[config.mk]
export PLATFORM = sky130hd
export DESIGN_NAME = bee_cell
export DESIGN_NICKNAME = d
export VERILOG_FILES = /design/src/hw/rtl/bee_pkg.sv /design/src/hw/rtl/bee_cell.sv
export SDC_FILE = /design/constraint.sdc
export NUM_CORES = 1
export LEC_CHECK = 0
export ABC_AREA = 1
export ABC_CLOCK_PERIOD_IN_PS = 3200
export BUFFER_PORTS_ARGS = -buffer_cell sky130_fd_sc_hd__clkbuf_2
export CAP_MARGIN = 25
export CORE_AREA = 2 2 148 150
export CTS_BUF_LIST = sky130_fd_sc_hd__clkbuf_4 sky130_fd_sc_hd__clkbuf_8 sky130_fd_sc_hd__clkbuf_16
export CTS_CLUSTER_DIAMETER = 30
export DETAILED_ROUTE_END_ITERATION = 8
export DIE_AREA = 0 0 150 152
export PLACE_DENSITY = 0.6
export SLEW_MARGIN = 20
export SYNTH_ARGS = -nofsm -noshare
export SYNTH_HDL_FRONTEND = slang
export SYNTH_SLANG_ARGS = --single-unit
[constraint.sdc]
create_clock -name i_clk -period 3.2 [get_ports i_clk]
set_clock_uncertainty 0.1 [all_clocks]
set_input_delay 0.32 -clock i_clk [delete_from_list [all_inputs] [get_ports i_clk]]
set_output_delay 0.32 -clock i_clk [all_outputs]
set_load 0.01 [all_outputs]
[src/hw/rtl/bee_pkg.sv]
// Shared types and codes for the breakpoint envelope evaluator.
package bee_pkg;

    // Opcodes
    localparam logic [1:0] OP_INSERT = 2'd0;
    localparam logic [1:0] OP_REMOVE = 2'd1;
    localparam logic [1:0] OP_CLEAR  = 2'd2;
    localparam logic [1:0] OP_EVAL   = 2'd3;

    // Status codes
    localparam logic [1:0] ST_OK        = 2'd0;
    localparam logic [1:0] ST_FULL      = 2'd1;
    localparam logic [1:0] ST_BAD_INDEX = 2'd2;

    // Curve kinds
    localparam logic [2:0] CURVE_LINEAR = 3'd0;
    localparam logic [2:0] CURVE_SMOOTH = 3'd1;
    localparam logic [2:0] CURVE_STEP   = 3'd2;
    localparam logic [2:0] CURVE_EXP    = 3'd3;
    localparam logic [2:0] CURVE_LOG    = 3'd4;

    // Cell modes
    localparam logic [1:0] CELL_HOLD   = 2'd0;
    localparam logic [1:0] CELL_INSERT = 2'd1;
    localparam logic [1:0] CELL_REMOVE = 2'd2;
    localparam logic [1:0] CELL_ROTATE = 2'd3;

    localparam logic [16:0] Q16_ONE = 17'd65536;

    typedef struct packed {
        logic [1:0]         opcode;
        logic [31:0]        time_beats;
        logic signed [31:0] point_value;
        logic [2:0]         curve_kind;
        logic [16:0]        curvature;
        logic [5:0]         point_index;
    } t_in;

    typedef struct packed {
        logic signed [31:0] result_value;
        logic [1:0]         status;
        logic [6:0]         point_count;
    } t_out;

    typedef struct packed {
        logic [31:0]        time_beats;
        logic signed [31:0] value;
        logic [2:0]         curve;
        logic [16:0]        curvature;
    } t_point;

    typedef struct packed {
        logic [1:0]  mode;
        logic [31:0] query;
        t_point      entry;
    } t_cell_ctl;

    typedef struct packed {
        logic [31:0]        ta;
        logic [31:0]        dt;
        logic signed [31:0] v1;
        logic signed [31:0] v2;
        logic [2:0]         curve;
        logic [16:0]        curvature;
    } t_seg;

endpackage

[src/hw/rtl/bee_cell.sv]
// One breakpoint cell of the sorted table chain.
module bee_cell #(
    parameter int IDX = 0,
    parameter int CW  = 7
) (
    input  logic               i_clk,
    input  bee_pkg::t_cell_ctl i_ctl,
    input  logic [CW-1:0]      i_count,
    input  logic [CW-1:0]      i_rm_index,
    input  bee_pkg::t_point    i_left,
    input  logic               i_left_le,
    input  bee_pkg::t_point    i_right,
    output bee_pkg::t_point    o_point,
    output logic               o_le
);
    import bee_pkg::*;

    t_point r_point;
    t_point n_point;

    // Flag an occupied cell whose time is at or before the query
    assign o_le    = (CW'(IDX) < i_count) && (r_point.time_beats <= i_ctl.query);
    assign o_point = r_point;

    // Pick the next content from the mode and the neighbors
    always_comb begin
        n_point = r_point;
        case (i_ctl.mode)
            CELL_INSERT: begin
                if (!o_le) begin
                    n_point = i_left_le ? i_ctl.entry : i_left;
                end
            end
            CELL_REMOVE: begin
                if (CW'(IDX) >= i_rm_index) begin
                    n_point = i_right;
                end
            end
            CELL_ROTATE: n_point = i_right;
            default:     n_point = r_point;
        endcase
    end

    always_ff @(posedge i_clk) begin
        r_point <= n_point;
    end

endmodule

==> flow_metrics.tcl <==
set metrics [dict create \
    cp_data_required_time_ps 3080 \
    initialDrtViolationCount 425 \
    detail_route.wl_per_cell_um 14.28 \
    place_area_um2 7320 \
    ys_seq_area_share_pct 49.24 \
    cts_num_sinks 84 \
    grt_setup_unrepaired "no" \
    synth.net_count 948 \
    cp_cell_sequence "ha_1 > nand2_1 > nor2_2 > nand2_2 > nor2_2 > nand2_1 > nand2_1 > nand2_1 > nand3_1 > nand2_1 > clkinvlp_4 > buf_4" \
    final_routed_drc_violation_total 0 \
    clk_transition_reported_paths_ps 60 \
    antenna_cells 0 \
    fin_crit_share_pct 79.60 \
    avgSynthCellArea_um2 8.343 \
    post_cts_resized 0 \
    first_pass_iters 7 \
    stdcell_area_um2 7641 \
    power.static_leakage_nw 3.827 \
    crit_path_capture_type "register" \
    syn-cell-area_um2 5122 \
    slew-limit-headroom_pct 55.76 \
    accumulated_negative_setup_slack_ps 0 \
    htree_num_levels 3 \
    final-max-slew-violation-count 0 \
    wirelength_met1_um 7217 \
    timing.critical_path.arrival_ps 2430 \
    rows 54 \
    antenna_violations_before_repair 0 \
    avgViaCountPerCell 4.456 \
    fillerInstances 2273 \
    hold_ws_ps 203.0 \
    portBuffers 386 \
    worst_skew_pair.late_latency_ps 340 \
    postSynth.asyncResetShare_pct 0 \
    wl_um 18070 \
    report.final.hold_viol_count 0 \
    number_of_global_route_vias_before_repair 5292 \
    final_nets 1315 \
    layout_setup_ws_ps 652.7 \
    worst-slew-pin-transition_ps 662.7 \
    initial_core_util_pct 23.99 \
    share_of_final_layout_standard_cells_stronger_than_drive_strength_1_pct 42.90 \
    top_layer "met4" \
    power_density_nw_per_um2 421.5 \
    grt_use_total_pct 15.41 \
    dpl_worst_slack_ps 608.0 \
    area_growth_pct 49.17 \
    min-delay-path-class "input port to register" \
    chipWidth_um 150 \
    cpPeakStageDelay_ps 460 \
    largest_register_ffs 84 \
    die_area_um2 22800 \
    ys_seq_elements 84 \
    max_cap_viol_count 0 \
    fp.coreArea_um2 21350 \
    result_of_the_run "completed" \
    ys.flop_type "edfxtp_1" \
    synth_edf_count 84 \
    postSynthCellCount 614 \
    cp_slowest_cell "buf_4" \
    routed-wl-met3_um 1414 \
    io-pin-count 387 \
    route.vias.total 5641 \
    hold_buffers 0 \
    timing.critical_path.from_type "register" \
    irDropWorstVdd_v 0.0002195 \
    global_route_wire_length_before_repair_um 27320 \
    critical_path_peak_fanout 43 \
    cell_repeated_most_along_the_worst_path "nand2_1" \
    hpwlAfterDp_um 14360 \
    period_needed_ps 2547 \
    post_cts_buffers 0 \
    clockBufferDepth 2 \
    clock.fmax_mhz 392.6 \
    dr_wl_met2_um 8950 \
    finalSetupViolCount 0 \
    tritoncts "yes" \
    die_y_um 152 \
    routabilityCongestion 0.8580 \
    ys_types 26 \
    cts-root-buf "clkbuf_16" \
    grt_overflow 0 \
    grt_start_max_net_pins 85 \
    yosys_warnings 0 \
    antenna_left 0 \
    worst-setup-path-type "register to register" \
    tritoncts.num_buffers 9 \
]
final timing paths:
| path | slack, ps | depth (start not counted) | startpoint | to |
|---|---|---|---|---|
| worst min-delay path | 200 | 3 | i_right[0] | o_point[0]$_DFFE_PP_ |
| worst max-delay path | 650 | 12 | o_point[83]$_DFFE_PP_ | o_point[5]$_DFFE_PP_ |
| worst max register to register | 650 | 12 | o_point[83]$_DFFE_PP_ | o_point[5]$_DFFE_PP_ |
| worst min register to register | 1560 | 9 | o_point[53]$_DFFE_PP_ | o_point[51]$_DFFE_PP_ |
critical path: cells and delay by family, from the launching register on:
family,cells,cell delay [ps]
AND/OR/NAND/NOR,9,770
buffers and inverters,2,530
flip-flops,1,410
adder cells (fa/ha/maj),1,310
cell type report:
type                            instances  area (um^2)  area share, %
Inverter                               44        168.9          2.211
Tap cell                              280        350.3          4.585
Multi-Input combinational cell        449         2256          29.52
Timing Repair Buffer                  393         2022          26.46
Clock buffer                           10        232.7          3.046
Clock inverter                          6        88.84          1.163
Sequential cell                        84         2522          33.01
metal layers:
metal,track usage [%],up-vias
li1,-,2826
met1,18.22,2498
met2,26.70,282
met3,3.814,35
met4,5.930,0
met5,0,-
synth_stat cells, types with 2 or more instances:
| cell | instances | share of area [%] |
|---|---|---|
| nand3_1 | 3 | 0.29 |
| edfxtp_1 | 84 | 49 |
| inv_1 | 39 | 2.9 |
| inv_2 | 4 | 0.29 |
| a21oi_1 | 182 | 18 |
| nand2_1 | 122 | 8.9 |
| nor2_2 | 4 | 0.49 |
| ha_1 | 32 | 7.8 |
| clkbuf_1 | 8 | 0.59 |
| nand2_2 | 2 | 0.24 |
| nor4_1 | 2 | 0.24 |
| buf_2 | 26 | 2.5 |
| nor2_1 | 91 | 6.7 |
| buf_4 | 2 | 0.29 |
| nor3_1 | 2 | 0.20 |
through the flow:
| step | total power, mW | std cells | util, % |
|---|---|---|---|
| 4_1_cts | 3.276 | 1266 | 35.79 |
| 6_report | 3.221 | 1266 | 35.79 |
| 5_1_grt | 3.408 | 1266 | 35.79 |
| 3_3_place_gp | 2.118 | 1250 | 34.28 |
| 3_5_place_dp | 2.127 | 1250 | 34.28 |
| 2_1_floorplan | 1.747 | 614 | - |
where the power goes:
part / internal [mW] / switching [mW] / leakage, nW
sequential: 1.33 / 0.0346 / 0.797
clock: 0.692 / 0.433 / 0.152
combinational: 0.318 / 0.409 / 2.88
total: 2.34 / 0.876 / 3.83
layout by cell type (no fill, tap or decap):
cell type,instances
o21a_1,1
buf_12,3
nor3_1,2
nand4_1,1
nand4_2,1
buf_2,2
inv_2,4
nor4_1,2
o21ai_0,1
edfxtp_1,84
a31o_2,1
and2_0,1
nor2_2,4
nand2_2,2
bufinv_16,2
clkinv_1,1
ha_1,32
nor2_4,1
inv_1,38
nand3_1,3
nor2_1,91
clkbuf_16,9
a21oi_1,182
clkbuf_2,384
clkinv_2,1
clkinv_4,1
clkbuf_4,1
nand2_1,122
clkinvlp_4,3
buf_4,4
o21ai_1,1
a21o_1,1
cells by family after synthesis:
kind of cell               count (synthesis)  share of synthesized area (%)
and+or+nand+nor                          230                          17.78
DFF                                       84                          49.24
AOI/OAI and AO/OA                        187                          18.44
adders and majority gates                 32                          7.816
buffers and inverters                     81                          6.717
(Power assumes the default switching activity.)
